===== src/rtl/core/sslcd_pkg.sv =====
`timescale 1ns / 1ps
// ----------------------------------------------------------------------------
// sslcd_pkg
// Shared types, constants and table functions of the seven-segment LCD
// frame builder: glyph ROM, segment scatter map, memory power-on image.
// ----------------------------------------------------------------------------
package sslcd_pkg;

    localparam int SEG_BYTES   = 20;
    localparam int ADDR_W      = 5;
    localparam int DIGITS      = 10;
    localparam int VAL_DIGITS  = 5;
    localparam int SEGS        = 7;

    localparam logic [4:0] GLYPH_BLANK = 5'd17;
    localparam logic [4:0] GLYPH_LAST  = 5'd17;
    localparam logic [3:0] DIGIT_LAST  = 4'd9;
    localparam logic [2:0] STEP_LAST   = 3'd4;

    typedef enum logic [1:0] {
        CMD_SHOW  = 2'd0,
        CMD_DIGIT = 2'd1,
        CMD_RAW   = 2'd2,
        CMD_NONE  = 2'd3
    } cmd_t;

    typedef enum logic [1:0] {
        ST_IDLE,
        ST_DIGITS,
        ST_PASS
    } state_t;

    typedef logic [SEGS-1:0] glyph_t;
    typedef logic [DIGITS-1:0][SEGS-1:0] glyph_bank_t;

    typedef struct packed {
        logic       load;
        logic       step;
        logic [2:0] idx;
    } dig_ctl_t;

    typedef struct packed {
        logic [7:0] mask;
        logic [7:0] bits;
    } byte_upd_t;

    // segment a..g of each digit as byte*8+bit
    localparam logic [7:0] SEG_MAP [DIGITS][SEGS] = '{
        '{8'(16*8+1), 8'(11*8+1), 8'(6*8+1),  8'(1*8+1),  8'(6*8+0),  8'(16*8+0), 8'(11*8+0)},
        '{8'(16*8+3), 8'(11*8+3), 8'(6*8+3),  8'(1*8+3),  8'(6*8+2),  8'(16*8+2), 8'(11*8+2)},
        '{8'(16*8+5), 8'(11*8+5), 8'(6*8+5),  8'(1*8+5),  8'(6*8+4),  8'(16*8+4), 8'(11*8+4)},
        '{8'(16*8+7), 8'(11*8+7), 8'(6*8+7),  8'(1*8+7),  8'(6*8+6),  8'(16*8+6), 8'(11*8+6)},
        '{8'(17*8+1), 8'(12*8+1), 8'(7*8+1),  8'(2*8+1),  8'(7*8+0),  8'(17*8+0), 8'(12*8+0)},
        '{8'(0*8+1),  8'(5*8+1),  8'(10*8+1), 8'(15*8+1), 8'(15*8+0), 8'(5*8+0),  8'(10*8+0)},
        '{8'(0*8+3),  8'(5*8+3),  8'(10*8+3), 8'(15*8+3), 8'(15*8+2), 8'(5*8+2),  8'(10*8+2)},
        '{8'(0*8+5),  8'(5*8+5),  8'(10*8+5), 8'(15*8+5), 8'(15*8+4), 8'(5*8+4),  8'(10*8+4)},
        '{8'(0*8+7),  8'(5*8+7),  8'(10*8+7), 8'(15*8+7), 8'(15*8+6), 8'(5*8+6),  8'(10*8+6)},
        '{8'(2*8+2),  8'(7*8+2),  8'(12*8+2), 8'(17*8+2), 8'(17*8+3), 8'(7*8+3),  8'(12*8+3)}
    };

    function automatic glyph_t glyph_pattern(input logic [4:0] code);
        glyph_t p;
        case (code)
            5'd0:    p = 7'h3F;
            5'd1:    p = 7'h06;
            5'd2:    p = 7'h5B;
            5'd3:    p = 7'h4F;
            5'd4:    p = 7'h66;
            5'd5:    p = 7'h6D;
            5'd6:    p = 7'h7D;
            5'd7:    p = 7'h07;
            5'd8:    p = 7'h7F;
            5'd9:    p = 7'h6F;
            5'd10:   p = 7'h77;
            5'd11:   p = 7'h7C;
            5'd12:   p = 7'h39;
            5'd13:   p = 7'h5E;
            5'd14:   p = 7'h79;
            5'd15:   p = 7'h71;
            5'd16:   p = 7'h40;
            default: p = 7'h00;
        endcase
        return p;
    endfunction

    function automatic logic [13:0] digit_divisor(input logic [2:0] idx);
        logic [13:0] d;
        case (idx)
            3'd0:    d = 14'd10000;
            3'd1:    d = 14'd1000;
            3'd2:    d = 14'd100;
            3'd3:    d = 14'd10;
            default: d = 14'd1;
        endcase
        return d;
    endfunction

    function automatic logic [7:0] reset_byte(input logic [ADDR_W-1:0] addr);
        logic [7:0] b;
        case (addr)
            5'd0, 5'd1: b = 8'h11;
            5'd2:       b = 8'h09;
            default:    b = 8'h00;
        endcase
        return b;
    endfunction

    function automatic byte_upd_t byte_update(input logic [ADDR_W-1:0] addr,
                                              input glyph_bank_t glyphs,
                                              input logic [DIGITS-1:0] en);
        byte_upd_t  u;
        logic [7:0] pos;
        u   = '0;
        pos = '0;
        for (int d = 0; d < DIGITS; d++) begin
            for (int s = 0; s < SEGS; s++) begin
                pos = SEG_MAP[d][s];
                if (pos[7:3] == addr && en[d]) begin
                    u.mask[pos[2:0]] = 1'b1;
                    u.bits[pos[2:0]] = glyphs[d][s];
                end
            end
        end
        return u;
    endfunction

endpackage


===== src/rtl/core/seven_segment_lcd_frame_builder.sv =====
`timescale 1ns / 1ps
// ----------------------------------------------------------------------------
// seven_segment_lcd_frame_builder
// Segment memory for a ten-digit multiplexed LCD. Show splits two values
// into digits, scatters the glyph bits into the memory and streams all
// twenty bytes; set-digit and raw-write only update the memory.
//
//   channel | direction | words per command        | payload
//   s_      | in        | one                      | cmd, values, digit, glyph, raw
//   m_      | out       | twenty on show, else none| seg_address, seg_data, frame_last
//
// Show: after accept, a digit phase (one decimal place per cycle), then a
// read-modify-write pass over the segment RAM, one byte per cycle unless an
// output stall holds it. Set digit: the same pass without output. Raw write:
// done in the accept cycle. Output stalls hold the pass at the RAM read stage.
// Reset: per-byte valid flags make unwritten bytes read as the power-on
// image; no clearing pass.
// ----------------------------------------------------------------------------
module seven_segment_lcd_frame_builder import sslcd_pkg::*; (
    input  logic        aclk,
    input  logic        aresetn,
    input  logic        s_valid,
    output logic        s_ready,
    input  logic [1:0]  s_cmd,
    input  logic [16:0] s_temperature_value,
    input  logic [16:0] s_humidity_value,
    input  logic [3:0]  s_digit_index,
    input  logic [4:0]  s_glyph_code,
    input  logic [4:0]  s_raw_index,
    input  logic [7:0]  s_raw_value,
    output logic        m_valid,
    input  logic        m_ready,
    output logic [4:0]  m_seg_address,
    output logic [7:0]  m_seg_data,
    output logic        m_frame_last
);

    localparam logic [ADDR_W-1:0] ADDR_END  = ADDR_W'(SEG_BYTES);
    localparam logic [ADDR_W-1:0] ADDR_LAST = ADDR_W'(SEG_BYTES - 1);

    state_t                state_reg, state_next;
    logic [2:0]            step_reg, step_next;
    logic [DIGITS-1:0]     en_reg, en_next;
    glyph_bank_t           glyph_reg, glyph_next;
    logic                  send_reg, send_next;
    logic [ADDR_W-1:0]     rd_cnt_reg, rd_cnt_next;
    logic                  s1_valid_reg, s1_valid_next;
    logic [ADDR_W-1:0]     s1_addr_reg, s1_addr_next;
    logic                  s1_init_reg, s1_init_next;
    logic [SEG_BYTES-1:0]  written_reg, written_next;
    logic                  m_valid_reg, m_valid_next;
    logic [ADDR_W-1:0]     m_addr_reg, m_addr_next;
    logic [7:0]            m_data_reg, m_data_next;
    logic                  m_last_reg, m_last_next;

    dig_ctl_t              dig_ctl;
    glyph_t                pat_t, pat_h;

    logic                  ram_we, ram_re;
    logic [ADDR_W-1:0]     ram_waddr;
    logic [7:0]            ram_wdata, ram_rdata;

    logic                  accept, s1_adv, issue;
    logic [7:0]            old_byte, new_byte;
    byte_upd_t             upd;

    sslcd_digit_unit u_dig_t (
        .aclk    (aclk),
        .aresetn (aresetn),
        .ctl     (dig_ctl),
        .value   (s_temperature_value),
        .pattern (pat_t)
    );

    sslcd_digit_unit u_dig_h (
        .aclk    (aclk),
        .aresetn (aresetn),
        .ctl     (dig_ctl),
        .value   (s_humidity_value),
        .pattern (pat_h)
    );

    sslcd_ram #(
        .WIDTH (8),
        .DEPTH (SEG_BYTES)
    ) u_seg_ram (
        .aclk  (aclk),
        .we    (ram_we),
        .waddr (ram_waddr),
        .wdata (ram_wdata),
        .re    (ram_re),
        .raddr (rd_cnt_reg),
        .rdata (ram_rdata)
    );

    assign s_ready = (state_reg == ST_IDLE);
    assign accept  = s_valid && s_ready;

    assign old_byte = s1_init_reg ? reset_byte(s1_addr_reg) : ram_rdata;
    assign upd      = byte_update(s1_addr_reg, glyph_reg, en_reg);
    assign new_byte = (old_byte & ~upd.mask) | (upd.bits & upd.mask);

    assign s1_adv = (state_reg == ST_PASS) && s1_valid_reg &&
                    (!send_reg || !m_valid_reg || m_ready);
    assign issue  = (state_reg == ST_PASS) && (rd_cnt_reg != ADDR_END) &&
                    (!s1_valid_reg || s1_adv);

    always_comb begin
        state_next    = state_reg;
        step_next     = step_reg;
        en_next       = en_reg;
        glyph_next    = glyph_reg;
        send_next     = send_reg;
        rd_cnt_next   = rd_cnt_reg;
        s1_valid_next = s1_valid_reg;
        s1_addr_next  = s1_addr_reg;
        s1_init_next  = s1_init_reg;
        written_next  = written_reg;
        m_valid_next  = m_valid_reg && !m_ready;
        m_addr_next   = m_addr_reg;
        m_data_next   = m_data_reg;
        m_last_next   = m_last_reg;
        dig_ctl       = '0;
        ram_we        = 1'b0;
        ram_waddr     = s_raw_index;
        ram_wdata     = s_raw_value;
        ram_re        = 1'b0;

        case (state_reg)
            ST_IDLE: begin
                if (accept) begin
                    case (cmd_t'(s_cmd))
                        CMD_SHOW: begin
                            dig_ctl.load = 1'b1;
                            step_next    = '0;
                            en_next      = '1;
                            send_next    = 1'b1;
                            state_next   = ST_DIGITS;
                        end
                        CMD_DIGIT: begin
                            if (s_digit_index <= DIGIT_LAST && s_glyph_code <= GLYPH_LAST) begin
                                en_next                   = DIGITS'(1) << s_digit_index;
                                glyph_next[s_digit_index] = glyph_pattern(s_glyph_code);
                                send_next                 = 1'b0;
                                rd_cnt_next               = '0;
                                state_next                = ST_PASS;
                            end
                        end
                        CMD_RAW: begin
                            if (s_raw_index < ADDR_END) begin
                                ram_we                    = 1'b1;
                                written_next[s_raw_index] = 1'b1;
                            end
                        end
                        default: begin
                        end
                    endcase
                end
            end
            ST_DIGITS: begin
                dig_ctl.step                       = 1'b1;
                dig_ctl.idx                        = step_reg;
                glyph_next[step_reg]               = pat_t;
                glyph_next[4'(step_reg) + 4'(VAL_DIGITS)] = pat_h;
                step_next                          = step_reg + 3'd1;
                if (step_reg == STEP_LAST) begin
                    rd_cnt_next = '0;
                    state_next  = ST_PASS;
                end
            end
            ST_PASS: begin
                if (s1_adv) begin
                    ram_we                    = 1'b1;
                    ram_waddr                 = s1_addr_reg;
                    ram_wdata                 = new_byte;
                    written_next[s1_addr_reg] = 1'b1;
                    s1_valid_next             = 1'b0;
                    if (send_reg) begin
                        m_valid_next = 1'b1;
                        m_addr_next  = s1_addr_reg;
                        m_data_next  = new_byte;
                        m_last_next  = (s1_addr_reg == ADDR_LAST);
                    end
                end
                if (issue) begin
                    ram_re        = 1'b1;
                    s1_valid_next = 1'b1;
                    s1_addr_next  = rd_cnt_reg;
                    s1_init_next  = !written_reg[rd_cnt_reg];
                    rd_cnt_next   = rd_cnt_reg + 5'd1;
                end
                if (rd_cnt_reg == ADDR_END && (!s1_valid_reg || s1_adv)) begin
                    state_next = ST_IDLE;
                end
            end
            default: begin
                state_next = ST_IDLE;
            end
        endcase
    end

    always_ff @(posedge aclk) begin
        if (!aresetn) begin
            state_reg    <= ST_IDLE;
            step_reg     <= '0;
            send_reg     <= 1'b0;
            rd_cnt_reg   <= '0;
            s1_valid_reg <= 1'b0;
            written_reg  <= '0;
            m_valid_reg  <= 1'b0;
        end else begin
            state_reg    <= state_next;
            step_reg     <= step_next;
            send_reg     <= send_next;
            rd_cnt_reg   <= rd_cnt_next;
            s1_valid_reg <= s1_valid_next;
            written_reg  <= written_next;
            m_valid_reg  <= m_valid_next;
        end
    end

    always_ff @(posedge aclk) begin
        en_reg      <= en_next;
        glyph_reg   <= glyph_next;
        s1_addr_reg <= s1_addr_next;
        s1_init_reg <= s1_init_next;
        m_addr_reg  <= m_addr_next;
        m_data_reg  <= m_data_next;
        m_last_reg  <= m_last_next;
    end

    assign m_valid       = m_valid_reg;
    assign m_seg_address = m_addr_reg;
    assign m_seg_data    = m_data_reg;
    assign m_frame_last  = m_last_reg;

endmodule


===== src/rtl/core/sslcd_ram.sv =====
`timescale 1ns / 1ps
// ----------------------------------------------------------------------------
// sslcd_ram
// Generic single-write, single-read RAM with registered read data.
// ----------------------------------------------------------------------------
module sslcd_ram #(
    parameter int WIDTH = 8,
    parameter int DEPTH = 20
) (
    input  logic                     aclk,
    input  logic                     we,
    input  logic [$clog2(DEPTH)-1:0] waddr,
    input  logic [WIDTH-1:0]         wdata,
    input  logic                     re,
    input  logic [$clog2(DEPTH)-1:0] raddr,
    output logic [WIDTH-1:0]         rdata
);

    logic [WIDTH-1:0] mem [DEPTH];
    logic [WIDTH-1:0] rdata_reg;

    always_ff @(posedge aclk) begin
        if (we) begin
            mem[waddr] <= wdata;
        end
        if (re) begin
            rdata_reg <= mem[raddr];
        end
    end

    assign rdata = rdata_reg;

endmodule


===== src/rtl/core/sslcd_digit_unit.sv =====
`timescale 1ns / 1ps
// ----------------------------------------------------------------------------
// sslcd_digit_unit
// Splits a value into decimal digits, most significant first, one digit per
// step (4-bit restoring divide by the place value), with leading-zero blank.
// ----------------------------------------------------------------------------
module sslcd_digit_unit import sslcd_pkg::*; (
    input  logic        aclk,
    input  logic        aresetn,
    input  dig_ctl_t    ctl,
    input  logic [16:0] value,
    output glyph_t      pattern
);

    logic [16:0] rem_reg;
    logic [16:0] rem_next;
    logic        seen_reg;
    logic [3:0]  q;
    logic [4:0]  code;

    always_comb begin
        logic [17:0] r;
        logic [17:0] t;
        r = {1'b0, rem_reg};
        t = '0;
        q = '0;
        for (int b = 3; b >= 0; b--) begin
            t = 18'({4'b0, digit_divisor(ctl.idx)} << b);
            if (r >= t) begin
                r    = r - t;
                q[b] = 1'b1;
            end
        end
        rem_next = r[16:0];
        code     = (q == 4'd0 && !seen_reg) ? GLYPH_BLANK : {1'b0, q};
        pattern  = glyph_pattern(code);
    end

    always_ff @(posedge aclk) begin
        if (ctl.load) begin
            rem_reg <= value;
        end else if (ctl.step) begin
            rem_reg <= rem_next;
        end
    end

    always_ff @(posedge aclk) begin
        if (!aresetn) begin
            seen_reg <= 1'b0;
        end else if (ctl.load) begin
            seen_reg <= 1'b0;
        end else if (ctl.step && q != 4'd0) begin
            seen_reg <= 1'b1;
        end
    end

endmodule


===== config.mk =====
export PLATFORM = sky130hd
export DESIGN_NAME = seven_segment_lcd_frame_builder
export DESIGN_NICKNAME = d
export VERILOG_FILES = /design/src/rtl/core/sslcd_pkg.sv /design/src/rtl/core/seven_segment_lcd_frame_builder.sv /design/src/rtl/core/sslcd_ram.sv /design/src/rtl/core/sslcd_digit_unit.sv
export SDC_FILE = /design/constraint.sdc
export NUM_CORES = 1
export LEC_CHECK = 0
export BUFFER_PORTS_ARGS = -buffer_cell sky130_fd_sc_hd__buf_2
export CAP_MARGIN = 20
export CORE_MARGIN = 10
export CORE_UTILIZATION = 35
export DETAILED_ROUTE_END_ITERATION = 16
export PLACE_DENSITY = 0.58
export RECOVER_POWER = 50
export SLEW_MARGIN = 20
export SYNTH_ARGS = -nofsm -noshare
export SYNTH_HDL_FRONTEND = slang
export SYNTH_SLANG_ARGS = --single-unit

===== constraint.sdc =====
create_clock -name aclk -period 18.6 [get_ports aclk]
set_input_delay 0.93 -clock aclk [delete_from_list [all_inputs] [get_ports aclk]]
set_output_delay 0.93 -clock aclk [all_outputs]
set_load 0.01 [all_outputs]

---- Word level (Yosys, flattened, before mapping) ----
Memories as Yosys holds them, arrays and structs flattened. A register that Yosys moved wholly into a read port is not among the register bits.
Index checks and enable logic that the tools add are counted.
W data, S select, Z words.
cells by class
  multiplexer cells ....................... 234
  multiply operators ...................... 0
  shift-type cells ........................ 1
  bitwise logic cells ..................... 7
  reductions and logical operators ........ 92
  divide/modulo/power cells ............... 0
  order comparisons ....................... 22
  $add $sub $neg .......................... 11
  equal/unequal tests ..................... 37
operators by type and width
  kind                 number
  $bwmux W70           3
  $mux W70             3
  $mux W1              168
  $pmux W70 S2         1
  $mux W18             6
  $mux W17             6
  $mux W20             4
  $logic_and A1 B1 Y1  57
  $demux W7 S4         2
  $pmux W14 S4         1
  $mux W7              7
  $mux W5              9
  $or A20 B20 Y20      2
  $pmux W20 S2         1
  $ge A18 B14 Y1       2
  $ge A18 B15 Y1       2
  $ge A18 B16 Y1       2
  $sub A17 B17 Y18     2
  $sub A18 B15 Y18     2
  $sub A18 B16 Y18     2
  $ge A17 B17 Y1       2
  $sub A17 B14 Y17     2
  $mux W8              3
  $demux W7 S3         1
  other kinds (63)     114
word-level totals
  ROM bits ................................ 672
  RAM bits ................................ 160
  input port bits ......................... 62
  memories ................................ 4
  latch bits .............................. 0
  bits in registers ....................... 169
  output and inout port bits .............. 16
memories
  name             words  width  rd ports  clocked after Yosys merged registers in  write ports  line             source
  (no name shown)  32     7      1         0                                        0            sslcd_pkg.sv:63  case (code)
  (no name shown)  32     7      1         0                                        0            sslcd_pkg.sv:63
  (no name shown)  32     7      1         0                                        0            sslcd_pkg.sv:63
  u_seg_ram.mem    20     8      1         1                                        1            sslcd_ram.sv:19  logic [WIDTH-1:0] mem [DEPTH];

---- Depth between registers and ports, before layout ----
Gate-level depths: netlist (run 1).
  word-level depth ........................ 19
  gate-level depth with buffers ........... 68
  depth with buffers taken out ............ 61

---- Modules after synthesis ----
Synthesis (run 1) repeated with hierarchy kept, for this count alone.
second synthesis, totals
  cell total of the unflattened synthesis .. 2393
  area total of the unflattened synthesis .. 23820.3 sq um
by module, submodules not included
  module                           times used  area an instance (sq um)  cells each
  seven_segment_lcd_frame_builder  1           8389.3                    887
  sslcd_ram                        1           6562.5                    308
  sslcd_digit_unit (u_dig_h)       1           4500.6                    612
  sslcd_digit_unit (u_dig_t)       1           4367.9                    586

---- Worst setup path before layout (run 1) ----
No wires, ideal clock.
  path kind ............................... register to register
  start ................................... register step_reg[0]
  end ..................................... register glyph_reg[38] (netlist name) (data pin)
  buffers on the path ..................... 6
  slack ................................... 5.009 ns
  library setup time ...................... 0.261 ns
  stages on the path, launching flop included .. 62
  period minus slack after synthesis ...... 13.591 ns
  arrival time ............................ 13.330 ns
  cell sequence ........................... dfxtp_1 > inv_1 > nor2_1 > o21ai_0 > ha_1 > a21oi_1 > o31ai_2 > or2_1 > o21a_2 > nor2_1 > clkbuf_1 > nand2_1 > nand2_1 > ha_1 > nor2b_1 > o31a_1 > o31ai_1 > a31oi_1 > [... 26 more ...] > a21oi_1 > o21ai_0 > a21oi_1 > nor2b_1 > o21a_1 > o21ai_0 > nand2b_1 > o31ai_2 > nand4_4 > buf_2 > buf_2 > nor2_1 > ha_1 > a21oi_1 > nor2_1 > a31oi_1 > nor2_1 > a221o_1
RTL lines
  element                 line                                    source
  start, declared         seven_segment_lcd_frame_builder.sv:42   logic [2:0] step_reg, step_next;
  start signal, assigned  seven_segment_lcd_frame_builder.sv:213  step_reg <= step_next;
  end signal, assigned    seven_segment_lcd_frame_builder.sv:224  glyph_reg <= glyph_next;
  end, declared           seven_segment_lcd_frame_builder.sv:44   glyph_bank_t glyph_reg, glyph_next;

==> flow_summary.ini, run 1 <==
[finish]
largest_register_ffs = 160
syn_to_final_growth_pct = 10.78
nets = 2398
diodes = 0
drive_gt1_frac = 0.1159

[floorplanning]
start_util = 0.3546
die_h_um = 273.0
ios = 78
die_area_mm2 = 0.07454
coreArea_mm2 = 0.06320
die_x_um = 273.0
rows = 92

[worst_setup_path]
worst_path_most_repeated_cell = a21oi_1
reg2reg_to = glyph_reg[66]$_DFFE_PP_
slowest_delay_ns = 0.76
cp.required_ns = 18.95
worstSetupEndpoint = glyph_reg[66]$_DFFE_PP_
crit_path_top_delay_cell = nor4_1
r2r-start = state_reg[1]$_SDFFE_PN0P_
cp-end-kind = flip-flop
cp.arrival_ns = 16.54
path_class = flip-flop to flip-flop
worstPathMaxFanout = 37
reg2reg_slack_ns = 2.41
reg2reg_depth = 57
crit_path_start_kind = flip-flop
worstSetupStartpoint = state_reg[1]$_SDFFE_PN0P_

[clocking]
cts_sinks = 337
cts_resized = 0
clk_pin_slew_worst_paths_ns = 0.06
cts_buffers = 38
worstSkewPairLatency_ns = 0.58
ctsHoldBuffers = 0
clockBufferDepth = 3
cts_tree = yes
cts_root_buf = clkbuf_16
htreeDepth = 2
post_cts_buffers = 0

[sta]
hold_viol = 0
slew_headroom = -0.6415
timing.setup.tns_ns = 0
post-route-period-util = 0.8706
finalClockSkew_ns = 0.03859
slew_violations = 153
post-route-min-period_ns = 16.19
fmax_ghz = 0.06175
rsz0062_at_grt = false
finalSetupViolCount = 0
worstMarginPinSlew_ns = 2.462

[logic_synthesis]
synth_fp_nets = 2347
syn-cell-area_mm2 = 0.02241
synth_area_leaders = edfxtp_1, ha_1, mux4_2
synth_seq_cells = 337
synth_edf_count = 302
yosysTopAreaCell = edfxtp_1
synth_common_cells = edfxtp_1, nor2_1, nand2_1
syn_area_per_cell_um2 = 10.39
synth.most_common_cell = edfxtp_1
ys_seq_area_frac = 0.4360
synth.top_cell.area_share = 0.4047
yosys_warnings = 0
synth.distinct_cells = 103
synth_ff_type = edfxtp_1
async_reset_ff_frac = 0
synth_cells = 2156

[detailed_routing]
ant_nets = 0
routed_wl_um = 66360
drtPass1Iterations = 6
post_drt_wl_per_cell_um = 21.54
via_count = 17760
via_per_inst = 5.763
drc = 0
drtIter0Drc = 1748

[global_route]
grt_pass1_wl_um = 102300
antenna_found_initial = 6
track_usage = 0.1733
grt_pass1_vias = 17350
grt-ovfl-total = 0
grt_max_degree = 56

[placement]
port_buffers = 77
dpl.hpwl_um = 48660
gp_congestion = 0.9363

[job]
cap_violations = 5

[min_path]
hp-class = flip-flop to flip-flop

[run_status]
violations = max-capacitance violations, max-slew violations
status = finished, violations left
layout by cell type, fill, tap and decap left out, types with 14 or more instances in the layout:
master | synthesis | routed
edfxtp_1 | 302 | 302
nor2_1 | 245 | 244
nand2_1 | 186 | 186
a21oi_1 | 136 | 135
ha_1 | 121 | 121
o21ai_0 | 110 | 108
inv_1 | 74 | 74
nor3_1 | 60 | 59
buf_2 | 9 | 59
mux4_2 | 54 | 54
xnor2_1 | 52 | 52
nand3_1 | 46 | 46
o21a_1 | 39 | 39
a221o_1 | 39 | 39
clkbuf_16 | 0 | 38
clkbuf_1 | 68 | 35
dfxtp_1 | 35 | 35
nand2b_1 | 34 | 34
nor2b_1 | 33 | 33
xor2_1 | 27 | 27
a21o_1 | 26 | 26
mux2_2 | 31 | 25
a31oi_1 | 23 | 23
o21ai_1 | 19 | 21
mux2i_1 | 21 | 21
nand4_1 | 19 | 19
and2_1 | 22 | 19
o22ai_1 | 19 | 19
o221ai_1 | 15 | 15
buf_4 | 1 | 15
o31ai_1 | 14 | 14
or3_1 | 15 | 14
a22o_1 | 14 | 14
per-stage QoR:
step | cell area (um2) | instances | hold WS (ns) | utilization | setup WS (ns)
6_report | 24820 | 3081 | 0.4589 | 0.3928 | 2.407
5_1_grt | 24820 | 3081 | 0.4845 | 0.3928 | 0.9898
4_1_cts | 24860 | 3079 | 0.4646 | 0.3933 | 2.465
3_5_place_dp | 23670 | 3011 | 0.4518 | 0.3745 | 2.541
3_3_place_gp | 23670 | 3011 | 0.4413 | 0.3745 | 3.100
2_1_floorplan | 22410 | 2156 | 0.4244 | - | 5.009
per-layer routing:
| metal | global-route usage | up-vias | share of wire |
|---|---|---|---|
| met5 | 0 | - | 0.00036 |
| met1 | 0.2327 | 8605 | 0.44 |
| li1 | - | 8368 | - |
| met3 | 0.03459 | 113 | 0.080 |
| met4 | 0.05118 | 4 | 0.025 |
| met2 | 0.2785 | 665 | 0.45 |
how the worst min path moves through the flow:
| stage | from | to | depth (start not counted) |
|---|---|---|---|
| detailed placement | written_reg[15]$_SDFFE_PN0P_ | written_reg[15]$_SDFFE_PN0P_ | 1 |
| finish | written_reg[15]$_SDFFE_PN0P_ | written_reg[15]$_SDFFE_PN0P_ | 1 |
| global placement | written_reg[19]$_SDFFE_PN0P_ | written_reg[19]$_SDFFE_PN0P_ | 1 |
| CTS | written_reg[15]$_SDFFE_PN0P_ | written_reg[15]$_SDFFE_PN0P_ | 1 |
| global route | written_reg[16]$_SDFFE_PN0P_ | written_reg[16]$_SDFFE_PN0P_ | 1 |
| floorplan | s1_addr_reg[0]$_DFFE_PP_ | m_seg_address[0]$_DFFE_PP_ | 0 |
cells by family after synthesis:
group / count (synthesis) / synth area share
simple gates: 735 / 0.1565
compound gates: 605 / 0.1932
flops: 337 / 0.4360
buf+inv: 164 / 0.02881
fa+ha+maj: 129 / 0.07471
mux: 107 / 0.07991
xor+xnor: 79 / 0.03088
area by class of cell:
cell class | count | area, um2
tap | 846 | 1059
clock buffer | 48 | 988.4
multi-input combinational | 1655 | 12000
sequential | 337 | 9769
clock inverter | 20 | 202.7
inverter | 75 | 281.5
fill | 6143 | 38370
timing repair buffer | 100 | 516.7
critical path, delay by kind of cell (launching register included):
kind / cells / cell delay [ns]
DFF: 1 / 0.36
buffers and inverters: 5 / 1.02
and+or+nand+nor: 17 / 5.30
AOI/OAI and AO/OA: 30 / 7.32
adders and majority gates: 5 / 1.88
Power of run 1 is not shown: default switching activity piles up to over one toggle a cycle in this logic, so the estimate is an artifact.
==> run 2: changes to the inputs <==
PLACE_DENSITY = 0.6   (was 0.58)
clock period = 13.04 ns   (was 18.6 ns; I/O delays follow)
==> run 2 against run 1 <==
Clock skew down 0.0011 ns. Core utilization up 1.2 points. The run still ends with max-capacitance violations, max-slew violations left. Critical endpoint is now glyph_reg[45]$_DFFE_PP_. Fmax up 33%. Design area up 3.1%. Non-clock buffer count up 43. First-iteration DRC count down 1.8%. Final cell count up 1.7%. Critical path depth down 1. Global-route usage up 0.61 points. Die area unchanged. Flip-flop and latch count unchanged. Clock-buffer cell count down 2.
==> flow_summary.ini, run 2 (synthesis gave the netlist of run 1 again) <==
[run_status]
status = finished, violations left
violations = max-capacitance violations, max-slew violations

[detailed_routing]
drtIter0Drc = 1717
via_per_inst = 5.802
via_count = 18170
routed_wl_um = 68740
drtPass1Iterations = 6
post_drt_wl_per_cell_um = 21.95
ant_nets = 0
drc = 0

[global_route]
grt_pass1_vias = 17510
track_usage = 0.1794
grt_pass1_wl_um = 105200
grt_max_degree = 56
antenna_found_initial = 6
grt-ovfl-total = 0

[placement]
dpl.hpwl_um = 50790
port_buffers = 77
placed_area_mm2 = 0.02391
gp_congestion = 0.9555

[sta]
fmax_ghz = 0.08226
hold_viol = 0
slew_headroom = -1.167
post-route-min-period_ns = 12.16
hold_ws_ns = 0.3632
finalClockSkew_ns = 0.03750
post-route-period-util = 0.9322
worstMarginPinSlew_ns = 3.251
slew_violations = 151
finalSetupViolCount = 0
timing.setup.tns_ns = 0

[floorplanning]
die_x_um = 273.0
die_h_um = 273.0
die_area_mm2 = 0.07454
ios = 78
start_util = 0.3546
coreArea_mm2 = 0.06320
rows = 92

[finish]
drive_gt1_frac = 0.1489
final_common_cell = edfxtp_1
syn_to_final_growth_pct = 14.24
mostFrequentLayoutCells = edfxtp_1, nor2_1, nand2_1
largest_register_ffs = 160
fin_area_mm2 = 0.02560
nets = 2443
fin_util = 0.4050

[worst_setup_path]
slowest_delay_ns = 0.44
cp.required_ns = 13.37
cp.arrival_ns = 12.48
path_class = flip-flop to flip-flop
worstPathMaxFanout = 21
cp-end-kind = flip-flop
worst-path-buf-inv = 7
crit_path_start_kind = flip-flop
reg2reg_depth = 56
crit_path_top_delay_cell = fa_1
reg2reg_slack_ns = 0.88
cpLargestDelayFamily = compound AO/OA/AOI/OAI gates
reg2reg_to = glyph_reg[45]$_DFFE_PP_
r2r-start = state_reg[0]$_SDFFE_PN0P_

[min_path]
hp-class = primary input to flip-flop
hold_end = u_dig_t.rem_reg[1]$_DFFE_PP_
hold_path_depth = 3
hp-start = s_temperature_value[1]

[clocking]
cts_sinks = 337
clk_pin_slew_worst_paths_ns = 0.06
ctsHoldBuffers = 0
htreeDepth = 2
cts_root_buf = clkbuf_16
cts_buffers = 40
worstSkewPairLatency_ns = 0.59
clockBufferDepth = 3
cts_tree = yes

[job]
cap_violations = 4
-- run 2: routing by layer --
metal | wire, um | vias up | global-route usage
li1 | - | 8474 | -
met1 | 30870 | 8842 | 0.2476
met2 | 31020 | 727 | 0.2859
met3 | 4986 | 129 | 0.02934
met4 | 1863 | 0 | 0.05161
met5 | 0 | - | 0
-- run 2: worst max-delay path by stage --
stage / end / slack, ns / cells after the start / startpoint
2_1_floorplan: glyph_reg[38]$_DFFE_PP_ / 0.03 / 62 / state_reg[1]$_SDFFE_PN0P_
3_3_place_gp: glyph_reg[38]$_DFFE_PP_ / 0.25 / 62 / state_reg[0]$_SDFFE_PN0P_
3_5_place_dp: glyph_reg[45]$_DFFE_PP_ / -0.004 / 59 / state_reg[0]$_SDFFE_PN0P_
4_1_cts: glyph_reg[39]$_DFFE_PP_ / 0.05 / 57 / state_reg[0]$_SDFFE_PN0P_
5_1_grt: glyph_reg[45]$_DFFE_PP_ / -0.03 / 60 / state_reg[0]$_SDFFE_PN0P_
6_report: glyph_reg[45]$_DFFE_PP_ / 0.88 / 56 / state_reg[0]$_SDFFE_PN0P_
-- run 2: final cells by class --
cell class | instances | area [um2]
clock buffers | 46 | 1064
flip-flops and latches | 337 | 9771
repair buffers | 143 | 869.6
diodes | 2 | 5.005
well taps | 846 | 1059
clock inverters | 28 | 376.6
inverters | 75 | 281.5
fillers | 6049 | 37600
multi-input cells | 1655 | 12170
-- run 2: through the flow --
stage          worst slack (ns)  instances
6_report                 0.8837       3132
2_1_floorplan           0.03011       2156
5_1_grt                -0.03311       3132
3_5_place_dp          -0.003677       3041
4_1_cts                 0.04783       3115
3_3_place_gp             0.2471       3041
-- run 2: tightest hold or removal path: stages --
cell and delay [ns]:
buf_2 0.08, nand2_1 0.04, o21ai_0 0.06
-- run 2: what timing repair did --
item / 4_1_cts / 5_1_grt
endpoints found under the setup margin: 7 / 103
gates cloned: 0 / 0
buffers inserted: 0 / 14
pin swaps: 0 / 7
hold endpoints to repair: 0 / 0
resized for setup: 1 / 38
Power of run 2 is left out for the same reason.
